==> config.mk <==
export PLATFORM = sky130hd
export DESIGN_NAME = prb_queue
export DESIGN_NICKNAME = d
export VERILOG_FILES = /design/src/design/prb_pkg.sv /design/src/design/prb_queue.sv
export SDC_FILE = /design/constraint.sdc
export NUM_CORES = 1
export LEC_CHECK = 0
export BUFFER_PORTS_ARGS = -buffer_cell sky130_fd_sc_hd__buf_2
export CAP_MARGIN = 15
export CELL_PAD_IN_SITES_DETAIL_PLACEMENT = 1
export CELL_PAD_IN_SITES_GLOBAL_PLACEMENT = 1
export CORE_AREA = 3 3 107 109
export DETAILED_ROUTE_END_ITERATION = 10
export DIE_AREA = 0 0 110 112
export GPL_TIMING_DRIVEN = 0
export PLACE_DENSITY = 0.56
export SLEW_MARGIN = 40
export SYNTH_ARGS = -nofsm -noshare
export SYNTH_HDL_FRONTEND = slang
export SYNTH_SLANG_ARGS = --single-unit
==> constraint.sdc <==
create_clock -name clk -period 4.35 [get_ports clk]
set_input_delay 0.435 -clock clk [delete_from_list [all_inputs] [get_ports clk]]
set_output_delay 0.435 -clock clk [all_outputs]
set_load 0.02 [all_outputs]
==> src/design/prb_pkg.sv <==
package prb_pkg;

    // Command codes carried by an input beat
    localparam logic [2:0] CMD_CLEAR = 3'd0;
    localparam logic [2:0] CMD_PUSH  = 3'd1;
    localparam logic [2:0] CMD_FILL  = 3'd2;
    localparam logic [2:0] CMD_POP   = 3'd3;

    // Remainder unit: dividend width and step counter width
    localparam int DIV_W     = 17;
    localparam int DIV_CNT_W = $clog2(DIV_W + 1);

    // Queue between front and back
    localparam int QDEPTH = 2;
    localparam int QPTR_W = $clog2(QDEPTH);
    localparam int QCNT_W = $clog2(QDEPTH + 1);

    typedef struct packed {
        logic [2:0]  command;
        logic [15:0] offset;
        logic [11:0] byte_index;
        logic [7:0]  data_byte;
        logic        last_byte;
    } in_t;

    typedef struct packed {
        logic [7:0]  out_byte;
        logic [11:0] head_pos;
        logic [11:0] tail_pos;
        logic [11:0] filled_range;
        logic [12:0] contiguous_packets;
        logic        error_flag;
    } out_t;

    typedef enum logic [3:0] {
        OP_NOP,
        OP_CLEAR,
        OP_PUSH,
        OP_RESTART,
        OP_FILL,
        OP_CONT,
        OP_STRAY,
        OP_BAD,
        OP_POP
    } op_kind_t;

    typedef struct packed {
        op_kind_t    kind;
        logic [15:0] offset;
        logic [11:0] byte_index;
        logic [7:0]  data_byte;
        logic        last_byte;
    } op_entry_t;

    typedef enum logic [2:0] {
        F_IDLE,
        F_DIV,
        F_CFG,
        F_RC,
        F_PUSH
    } front_state_t;

    typedef enum logic [3:0] {
        BK_CLEAR,
        BK_IDLE,
        BK_EXEC,
        BK_PUSH_CLR,
        BK_PUSH_WR,
        BK_RESTART_WR,
        BK_POP_WR,
        BK_WALK_RD,
        BK_WALK_CK
    } back_state_t;

endpackage

==> src/design/prb_queue.sv <==
module prb_queue (
    input  logic               clk,
    input  logic               rst_n,
    input  logic               push,
    input  prb_pkg::op_entry_t push_entry,
    output logic               full,
    input  logic               pop,
    output logic               valid,
    output prb_pkg::op_entry_t head_entry
);
    import prb_pkg::*;

    op_entry_t         slots [QDEPTH];
    logic [QPTR_W-1:0] wptr_reg, rptr_reg;
    logic [QCNT_W-1:0] count_reg;
    logic              do_push, do_pop;

    assign full       = (count_reg == QCNT_W'(QDEPTH));
    assign valid      = (count_reg != '0);
    assign head_entry = slots[rptr_reg];
    assign do_push    = push && !full;
    assign do_pop     = pop && valid;

    // Store pushed beat
    always_ff @(posedge clk)
    begin
        if (do_push)
            slots[wptr_reg] <= push_entry;
    end

    // Advance pointers and count
    always_ff @(posedge clk or negedge rst_n)
    begin
        if (!rst_n)
        begin
            wptr_reg  <= '0;
            rptr_reg  <= '0;
            count_reg <= '0;
        end
        else
        begin
            if (do_push)
                wptr_reg <= (32'(wptr_reg) == QDEPTH - 1) ? '0 : wptr_reg + 1'b1;
            if (do_pop)
                rptr_reg <= (32'(rptr_reg) == QDEPTH - 1) ? '0 : rptr_reg + 1'b1;
            if (do_push && !do_pop)
                count_reg <= count_reg + 1'b1;
            else if (do_pop && !do_push)
                count_reg <= count_reg - 1'b1;
        end
    end

endmodule

==> summary.md <==
| Metric | Value |
|---|---|
| Outcome | `finished clean` |
| Total clock sinks | `86` |
| #FFs+latches synth | `86` |
| Vias in the first global route | `~1900` |
| First-pass iteration count of the detailed router | `4` |
| F_max | `roughly 520 MHz` |
| Residual DRC | `0` |
| Clock skew | `0.0108 ns` |
| Row count | `38` |
| Total die area | `between 10000 and 15000 µm²` |
| Post-synth top area cell | `edfxtp_1` |
| Post-synth top cells | `edfxtp_1 (82), mux2_4 (39), buf_12 (4), dfrtp_1 (4), xnor2_1 (3)` |
| FFs w/ async S/R, synth | `under 10%` |
| Comb pwr share | `a little over two fifths` |
| Max Root-Sink Buffers | `2` |
| Global route total overflow | `0` |
| Synth cell types | `16` |
| Max reg flops | `between 80 and 90` |
| Total power draw | `0.00287 W` |
| Final instance area | `between 4000 and 5000 µm²` |
| DR vias | `~1700` |
| Top-Level Pins | `88` |
| Clk slew on worst S/H paths | `around 0.09 ns` |
| P_int | `0.00191 W` |
| Synth top area cells | `edfxtp_1 (73%), mux2_4 (17%), dfrtp_1 (3.0%)` |
| Net Sw Power | `about 0.00097 W` |
| Synth Area per Inst | `22.9 µm²` |
| Die W | `roughly 110 µm` |
| Die extent in y | `112 µm` |
| PortBufs | `87` |
| Leak pwr | `1.70 nW` |
| Setup bufs post-CTS | `0` |
| Final Cycle Share | `about 44%` |
| CTS tree | `built` |
| WHS | `0.276 ns` |
| Seq pwr share | `a little over 40%` |
| PD cells | `approximately 680 nW/µm²` |
| Nets | `between 200 and 300` |
| Clk_lat worst skew | `~0.34 ns` |
| Total CTS buffers | `9` |
| Slew HR | `72.3%` |
| Crit-path slowest cell | `dfrtp_1` |
| Post-DP HPWL | `between 4000 and 5000 µm` |
| Endpoints failing setup | `0` |
| Post-Synthesis Cells | `between 100 and 150` |
| Setup CP Type | `flop to output pin` |
| GPL Wtd Cong | `roughly 0.65` |
| Max-cap violation count | `0` |
| Largest net degree at the start of global routing | `24` |
| Fin Setup TNS | `0 ns` |
| Post-synth top area share | `approximately 73%` |
| Drt via density | `4.19` |
| Layout cells sized above 1 | `between 60% and 70%` |
| CP Data Required Time | `between 3 and 4 ns` |
| Core area | `~11000 µm²` |
| Post-Place Cells | `around 380` |
| Register-to-Register Path Depth | `4` |
| Crit end category | `output pin` |
| Area Growth Syn to Fin | `26.0%` |
| Warnings from Yosys | `0` |
| Number of hold violations in the final report | `0` |
| Maximum vdd ir drop | `about 0.24 mV` |
| Drt initial violations | `between 50 and 60` |
| Slowest stage delay, CP | `about 0.38 ns` |
| Synthesized Nets | `just under 200` |
| Critical path arrival | `about 1.5 ns` |
| Clock power frac | `~17%` |
| Hold Path Class | `input pin to flop` |
| Seq/Total Area, Yosys | `between 70% and 80%` |
| Min-Delay Path Depth | `1` |
| # resized after CTS | `0` |
| Post-route insts no fill | `around 400` |
| Commonest register cell after synthesis | `edfxtp_1` |
| Post-route ant nets | `0` |
| Initial Util | `between 30% and 40%` |
| Number of enable flip-flop cells after synthesis | `between 80 and 90` |
| Final count of pins violating max slew | `0` |
| Hold buffers post-CTS | `1` |
| Drt wl/cell | `15.6 µm` |
| Top-count cell post-synth | `edfxtp_1` |
| Worst slew pin tran | `around 0.41 ns` |
| Clock Root Buffer | `clkbuf_8` |
| Synthesized cell area | `3360 µm²` |
| Sw frac | `33.6%` |
| Cell Chain, Critical Path | `buf_6 > buf_12 > mux2_4 > buf_2` |
| CP Max Fanout | `10` |
| GR Util All Layers | `roughly a tenth` |
| WL final | `approximately 6200 µm` |
| RSZ-0062 raised after global routing | `no` |
| Post-DP Area | `4050 µm²` |
| Initial antenna violation count | `2` |
| Startpoint types | `flop` |
| First-pass GRT wire length | `approximately 9400 µm` |
| Final min period | `1.93 ns` |
| CTS H-Tree Depth | `3` |
[metrics by stage]
stage / util (%) / setup WS [ns]
detailed placement: 37.8 / 2.67
CTS: 39.6 / 2.38
finish: 39.6 / 2.42
global placement: 37.1 / 0.134
floorplan: - / 1.56
global route: 39.6 / 2.34
[cell usage in the layout (no fill, tap or decap), drive strengths merged]
master and instances:
mux2 41, ha 1, clkinvlp 1, nand2b 1, buf 95, or2 1, inv 2, xnor2 3
clkbuf 9, and3 1, clkinv 6, xor2 2, dfrtp 4, diode 1, nor2 2, nand2 2
dlygate4sd3 1, edfxtp 82
[cell type report]
class,instances,area (µm²)
Clock inverter,7,51.3
Clock buffer,9,124
Antenna cell,1,2.50
Fill cell,1100,6460
Multi-Input combinational cell,54,713
Tap cell,140,175
Sequential cell,86,2560
Timing Repair Buffer,91,508
Inverter,2,7.51
Buffer,5,91.3
[power groups by stage]
stage               combinational, W  sequential (W)  clock (W)
floorplan                   0.000870         0.00120          0
global placement             0.00117         0.00122          0
detailed placement           0.00123         0.00121          0
CTS                          0.00124         0.00119   0.000517
global route                 0.00130         0.00121   0.000556
finish                       0.00120         0.00119   0.000487
[final timing paths]
check	startpoint	slack (ns)	to
setup / recovery	rptr_reg	2.42	head_entry[29]
max in group asynchronous	rst_n	3.79	count_reg[0]
setup reg to reg	count_reg[0]	2.70	slots[0][4]
min in group asynchronous	rst_n	0.44	wptr_reg
hold reg to reg	count_reg[1]	0.49	count_reg[1]
hold / removal	push_entry[21]	0.28	slots[1][21]
[logic make-up after synthesis]
family | after synthesis | share of synthesized area, %
XOR/XNOR | 5 | 1.30
adder cells (fa/ha/maj) | 1 | 0.372
buffers and inverters | 7 | 2.94
flip-flops | 86 | 76.2
multiplexers | 41 | 18.1
AND/OR/NAND/NOR | 7 | 1.08
[layer usage]
metal | share of wire (%) | vias up | wire [µm] | track usage [%]
li1 | - | 775 | - | -
met1 | 39 | 800 | 2390 | 11.6
met2 | 48 | 72 | 2980 | 16.9
met3 | 12 | 8 | 733 | 6.32
met4 | 0.89 | 2 | 55 | 2.99
met5 | 0.21 | - | 13 | 0
[worst max-delay path, delay by kind of cell, from the launching register on]
family | cells | cell delay (ns)
multiplexers | 1 | 0.30
buffers and inverters | 3 | 0.46
flip-flops | 1 | 0.38
Power figures use the tool's default switching activity.
