## src/design/prb_pkg.sv

```systemverilog
package prb_pkg;

    // Command codes carried by an input beat
    localparam logic [2:0] CMD_CLEAR = 3'd0;
    localparam logic [2:0] CMD_PUSH  = 3'd1;
    localparam logic [2:0] CMD_FILL  = 3'd2;
    localparam logic [2:0] CMD_POP   = 3'd3;

    // Remainder unit: dividend width and step counter width
    localparam int DIV_W     = 17;
    localparam int DIV_CNT_W = $clog2(DIV_W + 1);

    // Queue between front and back
    localparam int QDEPTH = 2;
    localparam int QPTR_W = $clog2(QDEPTH);
    localparam int QCNT_W = $clog2(QDEPTH + 1);

    typedef struct packed {
        logic [2:0]  command;
        logic [15:0] offset;
        logic [11:0] byte_index;
        logic [7:0]  data_byte;
        logic        last_byte;
    } in_t;

    typedef struct packed {
        logic [7:0]  out_byte;
        logic [11:0] head_pos;
        logic [11:0] tail_pos;
        logic [11:0] filled_range;
        logic [12:0] contiguous_packets;
        logic        error_flag;
    } out_t;

    typedef enum logic [3:0] {
        OP_NOP,
        OP_CLEAR,
        OP_PUSH,
        OP_RESTART,
        OP_FILL,
        OP_CONT,
        OP_STRAY,
        OP_BAD,
        OP_POP
    } op_kind_t;

    typedef struct packed {
        op_kind_t    kind;
        logic [15:0] offset;
        logic [11:0] byte_index;
        logic [7:0]  data_byte;
        logic        last_byte;
    } op_entry_t;

    typedef enum logic [2:0] {
        F_IDLE,
        F_DIV,
        F_CFG,
        F_RC,
        F_PUSH
    } front_state_t;

    typedef enum logic [3:0] {
        BK_CLEAR,
        BK_IDLE,
        BK_EXEC,
        BK_PUSH_CLR,
        BK_PUSH_WR,
        BK_RESTART_WR,
        BK_POP_WR,
        BK_WALK_RD,
        BK_WALK_CK
    } back_state_t;

endpackage

```

## src/design/prb_rem.sv

```systemverilog
module prb_rem #(
    parameter int CW = 13
) (
    input  logic                      clk,
    input  logic                      rst_n,
    input  logic                      start,
    input  logic [prb_pkg::DIV_W-1:0] dividend,
    input  logic [CW-1:0]             divisor,
    output logic                      done,
    output logic [CW-1:0]             rem
);
    import prb_pkg::*;

    logic [DIV_CNT_W-1:0] cnt_reg, cnt_next;
    logic                 done_reg, done_next;
    logic [DIV_W-1:0]     dvd_reg, dvd_next;
    logic [CW-1:0]        rem_reg, rem_next;
    logic [CW:0]          trial;

    // One dividend bit per cycle, restoring remainder
    always_comb
    begin
        cnt_next  = cnt_reg;
        dvd_next  = dvd_reg;
        rem_next  = rem_reg;
        done_next = 1'b0;
        trial     = {rem_reg, dvd_reg[DIV_W-1]};
        if (start)
        begin
            cnt_next = DIV_CNT_W'(DIV_W);
            dvd_next = dividend;
            rem_next = '0;
        end
        else if (cnt_reg != '0)
        begin
            if (trial >= {1'b0, divisor})
                rem_next = CW'(trial - {1'b0, divisor});
            else
                rem_next = CW'(trial);
            dvd_next  = dvd_reg << 1;
            cnt_next  = cnt_reg - 1'b1;
            done_next = (cnt_reg == DIV_CNT_W'(1));
        end
    end

    always_ff @(posedge clk or negedge rst_n)
    begin
        if (!rst_n)
        begin
            cnt_reg  <= '0;
            done_reg <= 1'b0;
        end
        else
        begin
            cnt_reg  <= cnt_next;
            done_reg <= done_next;
        end
    end

    always_ff @(posedge clk)
    begin
        dvd_reg <= dvd_next;
        rem_reg <= rem_next;
    end

    assign done = done_reg;
    assign rem  = rem_reg;

endmodule

```

## src/design/prb_front.sv

```systemverilog
module prb_front #(
    parameter int CAPACITY = 4096,
    parameter int CW       = 13
) (
    input  logic               clk,
    input  logic               rst_n,
    input  logic               accept,
    input  prb_pkg::in_t       item,
    input  logic               cfg_we,
    input  logic [12:0]        cfg_wdata,
    input  logic               q_full,
    output logic               q_push,
    output prb_pkg::op_entry_t q_entry,
    output logic               front_busy,
    output logic [CW-1:0]      ps,
    output logic [CW-1:0]      rc
);
    import prb_pkg::*;

    front_state_t     state_reg, state_next;
    in_t              item_reg, item_next;
    logic             aligned_reg, aligned_next;
    logic [12:0]      psize_reg, psize_next;
    logic [CW-1:0]    rc_reg, rc_next;
    logic             needs_div;
    logic             div_start;
    logic [DIV_W-1:0] div_dividend;
    logic             div_done;
    logic [CW-1:0]    div_rem;
    op_kind_t         kind;

    // Effective packet size: zero reads as one, clamp to capacity
    always_comb
    begin
        if (psize_reg == '0)
            ps = CW'(1);
        else if (32'(psize_reg) > 32'(CAPACITY))
            ps = CW'(CAPACITY);
        else
            ps = CW'(psize_reg);
    end

    assign rc        = rc_reg;
    assign needs_div = ((item.command == CMD_PUSH) || (item.command == CMD_FILL)) &&
                       (item.byte_index == '0);

    prb_rem #(.CW(CW)) u_rem (
        .clk      (clk),
        .rst_n    (rst_n),
        .start    (div_start),
        .dividend (div_dividend),
        .divisor  (ps),
        .done     (div_done),
        .rem      (div_rem)
    );

    // Classify the held beat
    always_comb
    begin
        kind = OP_NOP;
        unique case (item_reg.command)
            CMD_CLEAR: kind = OP_CLEAR;
            CMD_PUSH, CMD_FILL:
            begin
                if (item_reg.byte_index == '0)
                begin
                    if (!aligned_reg)
                        kind = OP_BAD;
                    else if (item_reg.command == CMD_FILL)
                        kind = OP_FILL;
                    else if (32'(item_reg.offset) >= 32'(rc_reg))
                        kind = OP_RESTART;
                    else
                        kind = OP_PUSH;
                end
                else if (32'(item_reg.byte_index) < 32'(ps))
                    kind = OP_CONT;
                else
                    kind = OP_STRAY;
            end
            CMD_POP:   kind = OP_POP;
            default:   kind = OP_NOP;
        endcase
    end

    assign q_entry = '{kind:       kind,
                       offset:     item_reg.offset,
                       byte_index: item_reg.byte_index,
                       data_byte:  item_reg.data_byte,
                       last_byte:  item_reg.last_byte};

    // Front sequencer: take beat, check alignment, hand over; on a config write, work out the rounded size
    always_comb
    begin
        state_next   = state_reg;
        item_next    = item_reg;
        aligned_next = aligned_reg;
        psize_next   = psize_reg;
        rc_next      = rc_reg;
        div_start    = 1'b0;
        div_dividend = {1'b0, item.offset};
        q_push       = 1'b0;
        unique case (state_reg)
            F_IDLE:
            begin
                if (cfg_we)
                begin
                    psize_next = cfg_wdata;
                    state_next = F_CFG;
                end
                else if (accept)
                begin
                    item_next  = item;
                    div_start  = needs_div;
                    state_next = needs_div ? F_DIV : F_PUSH;
                end
            end
            F_DIV:
            begin
                if (div_done)
                begin
                    aligned_next = (div_rem == '0);
                    state_next   = F_PUSH;
                end
            end
            F_CFG:
            begin
                div_start    = 1'b1;
                div_dividend = DIV_W'(CAPACITY);
                state_next   = F_RC;
            end
            F_RC:
            begin
                if (div_done)
                begin
                    rc_next    = CW'(CAPACITY) - div_rem;
                    state_next = F_IDLE;
                end
            end
            F_PUSH:
            begin
                if (!q_full)
                begin
                    q_push     = 1'b1;
                    state_next = F_IDLE;
                end
            end
            default: state_next = F_IDLE;
        endcase
    end

    always_ff @(posedge clk or negedge rst_n)
    begin
        if (!rst_n)
        begin
            state_reg <= F_IDLE;
            psize_reg <= 13'd1;
            rc_reg    <= CW'(CAPACITY);
        end
        else
        begin
            state_reg <= state_next;
            psize_reg <= psize_next;
            rc_reg    <= rc_next;
        end
    end

    always_ff @(posedge clk)
    begin
        item_reg    <= item_next;
        aligned_reg <= aligned_next;
    end

    assign front_busy = (state_reg != F_IDLE);

endmodule

```

## config.mk

```make
export PLATFORM = sky130hd
export DESIGN_NAME = prb_front
export DESIGN_NICKNAME = d
export VERILOG_FILES = /design/src/design/prb_pkg.sv /design/src/design/prb_rem.sv /design/src/design/prb_front.sv
export SDC_FILE = /design/constraint.sdc
export NUM_CORES = 1
export LEC_CHECK = 0
export BUFFER_PORTS_ARGS = -buffer_cell sky130_fd_sc_hd__buf_2
export CAP_MARGIN = 20
export CORE_ASPECT_RATIO = 1.75
export CORE_MARGIN = 5
export CORE_UTILIZATION = 45
export DETAILED_ROUTE_END_ITERATION = 12
export MAX_ROUTING_LAYER = met4
export PLACE_DENSITY = 0.68
export SLEW_MARGIN = 20
export SYNTH_ARGS = -nofsm -noshare
export SYNTH_HDL_FRONTEND = slang
export SYNTH_SLANG_ARGS = --single-unit
export TNS_END_PERCENT = 100
```

## constraint.sdc

```tcl
create_clock -name clk -period 3.05 [get_ports clk]
set_input_delay 0.4575 -clock clk [delete_from_list [all_inputs] [get_ports clk]]
set_output_delay 0.4575 -clock clk [all_outputs]
set_load 0.05 [all_outputs]
```

==> results.toml <==
[critical_path]
end_kind = "output port"
startpoint_type = "flip-flop"
cp-startpoint = "psize_reg[12]"
worstSetupPathType = "reg2out"
timing.rr.start = "psize_reg[11]"
required_ps = 2590
crit_fanout = 5
worstPathArrival_ps = 2610

[power]
p_per_area_nw_per_um2 = 1170
leakagePower_nw = 3.14
vdd_drop_max_mv = 0.673
finalPower_w = 0.00846

[timing]
whs_ps = 199
period_share_pct = 101
report.final.slew_viol_count = 0
relSlewSlack_pct = 46.1
finClkSkew_ps = 6.42
worst_slack_ps = -19.3
grt_setup_unrepaired = "true"
setup_viol = 2
fmax_ghz = 0.326
worst_pin_slew_ps = 809
fin_crit_ps = 3070
hold_viol_final = 0

[route]
routedWlPerCell_um = 18.5
drt_wl_total_mm = 16.3
vias = 4826
drc_errors = 0
vias_per_cell = 5.50
drtAntennaViolNets = 0
drt_iter0_drc = 240
first_pass_iters = 7

[clock_tree]
clock_sinks = 106
clk_pin_slew_ps = 70
cts_tree = "built"
cts-buffers-inserted = 9
cts_buffer_depth = 2
clockRootBuffer = "clkbuf_16"
htreeDepth = 3
insertion_delay_ps = 350

[run]
cap_violations = 0

[synth]
synth_cell_types = 64
syn_area_sq_um = 6060
syn_avg_cell_area_sq_um = 10.2
synth_top_area_cell = "edfxtp_1"
synthFlopType = "edfxtp_1"
synth_top_cell_area_share_pct = 28.7
ys_ff_latch = 106
synth_area_leaders = "edfxtp_1 29%, dfrtp_1 14%, ha_1 8.5%, buf_4 4.8%, nand2_1 4.7%"
postSynthNetCount = 695
synth_edf_count = 58
syn_inst = 595
yosysWarnings = 0
yosysSeqAreaShare_pct = 47.5
async_flop_share_pct = 33.0

[layout]
drive_above_1_share_pct = 31.0
areaGrowthSynthToFinish_pct = 19.1
postLayoutCoreUtil_pct = 54.3
nNetsFinal = 798
fin_cells = 877
antennaDiodeCount = 0
nFillCells = 1193
largest_reg_flops = 37

[floorplanning]
rows = 56
io_pins = 127
start_util_pct = 45.5
die_x_um = 97.7
die-area_sq_um = 16000
core-area_sq_um = 13300
die_y_um = 164

[global_route]
grt_pass1_wl_mm = 24.9
grt_use_total_pct = 20.1
antenna_found_initial = 0
grt-ovfl-total = 0
grt_max_degree = 36
grt_pass1_vias = 4961

[status]
status = "finished with violations"
violations = "negative setup slack"

[placement]
place_hpwl_mm = 12.5
gp_congestion = 0.954
port_buffers = 126
placed_cells = 851

[min_path]
hp-class = "in2async"
[report_power, final]
group / internal [W] / switching [W]
clock network: 0.000727 / 0.000534
logic: 0.00193 / 0.00286
registers: 0.00196 / 0.000446
total: 0.00462 / 0.00384
[cell usage in the layout, fill, tap and decap left out, drive strengths merged, types with 3 or more instances in the layout]
master,instances
o31ai,3
nor2b,5
inv,35
dfrtp,33
clkbuf,10
xnor2,10
buf,146
nor3,13
ha,41
mux2,15
dfxtp,13
clkinv,3
nand3,6
and2,4
o21a,5
nand4,5
nor2,32
o21ai,57
o211ai,3
xor2,11
nand4b,3
mux2i,9
nand2,77
and3,4
nand2b,9
a31oi,3
nor3b,4
a211oi,10
nor4,14
a21oi,33
or3,3
edfxtp,58
[per-stage QoR]
stage / TNS (ps) / instance area [sq um] / setup slack, ps
after floorplan: 0 / 6070 / 5.32
after global placement: 0 / 6630 / 127
after detailed placement: 0 / 6630 / 54.3
after CTS: 0 / 6990 / 0.510
after global routing: -336 / 7220 / -123
final: -30.5 / 7220 / -19.3
[synth_stat cells, drive strengths merged, types with 4 or more instances]
| cell | instances |
|---|---|
| xnor2 | 10 |
| and3 | 4 |
| and2 | 4 |
| nor3 | 13 |
| clkbuf | 9 |
| buf | 47 |
| mux2 | 15 |
| inv | 34 |
| nor3b | 4 |
| xor2 | 11 |
| nand2 | 77 |
| dfrtp | 33 |
| nand4 | 5 |
| o21a | 5 |
| ha | 41 |
| nor2b | 5 |
| nand2b | 9 |
| mux2i | 9 |
| nand3 | 6 |
| a21oi | 33 |
| o21ai | 57 |
| nor4 | 14 |
| nor2 | 32 |
| a211oi | 10 |
| dfxtp | 13 |
| edfxtp | 58 |
[final timing paths]
| path | endpoint | slack, ps | depth (start not counted) |
|---|---|---|---|
| worst max-delay path | q_entry[37] | -20 | 11 |
| worst min register to register | rc[12] | 500 | 2 |
| worst min-delay path | psize_reg[1] | 200 | 1 |
| max in group asynchronous | psize_reg[12] | 2300 | 1 |
| min in group clk | q_entry[2] | 280 | 1 |
| worst max register to register | u_rem.rem[11] | 90 | 12 |
[critical path: stages (launching register included)]
cell	delay, ps
dfrtp_2	450
clkinvlp_4	140
buf_4	130
nand2_1	120
ha_4	320
o21ai_2	60
o22ai_1	210
a211oi_2	90
nor3_2	220
nor2_2	80
o31a_1	270
buf_6	160
[cells by family (layout without fill, tap and decap cells)]
| family | after synthesis | count (layout) | share of synthesized area [%] |
|---|---|---|---|
| adder cells (fa/ha/maj) | 42 | 42 | 8.79 |
| flip-flops | 106 | 106 | 47.5 |
| AND/OR/NAND/NOR | 185 | 185 | 15.3 |
| XOR/XNOR | 21 | 21 | 3.03 |
| buffers and inverters | 90 | 198 | 8.34 |
| multiplexers | 24 | 24 | 4.33 |
| AO/OA/AOI/OAI | 127 | 127 | 12.7 |
[layer usage]
metal / vias up / part of all wire, % / global-route usage, %
met3: 52 / 4.1 / 2.74
met1: 2313 / 36 / 19.8
li1: 2288 / - / -
met2: 173 / 56 / 38.6
met5: - / 0 / -
met4: 0 / 3.8 / 9.26
[layout make-up]
class	instances	area [sq um]	share of cell area, %
repair inverters	1	7.51	0.104
multi-input cells	399	2840	39.3
well taps	174	218	3.01
flip-flops and latches	106	2880	39.9
inverters	34	131	1.82
clock buffers	9	225	3.12
repair buffers	147	822	11.4
clock inverters	7	100	1.39
[what timing repair did]
action / CTS / global route
endpoints found under the setup margin: 2 / 14
hold buffers: 0 / 0
cloned: 0 / 2
gates resized for setup: 4 / 34
pin swaps: 1 / 14
setup buffers: 3 / 5
No activity file was read; power rests on OpenSTA's default activity.
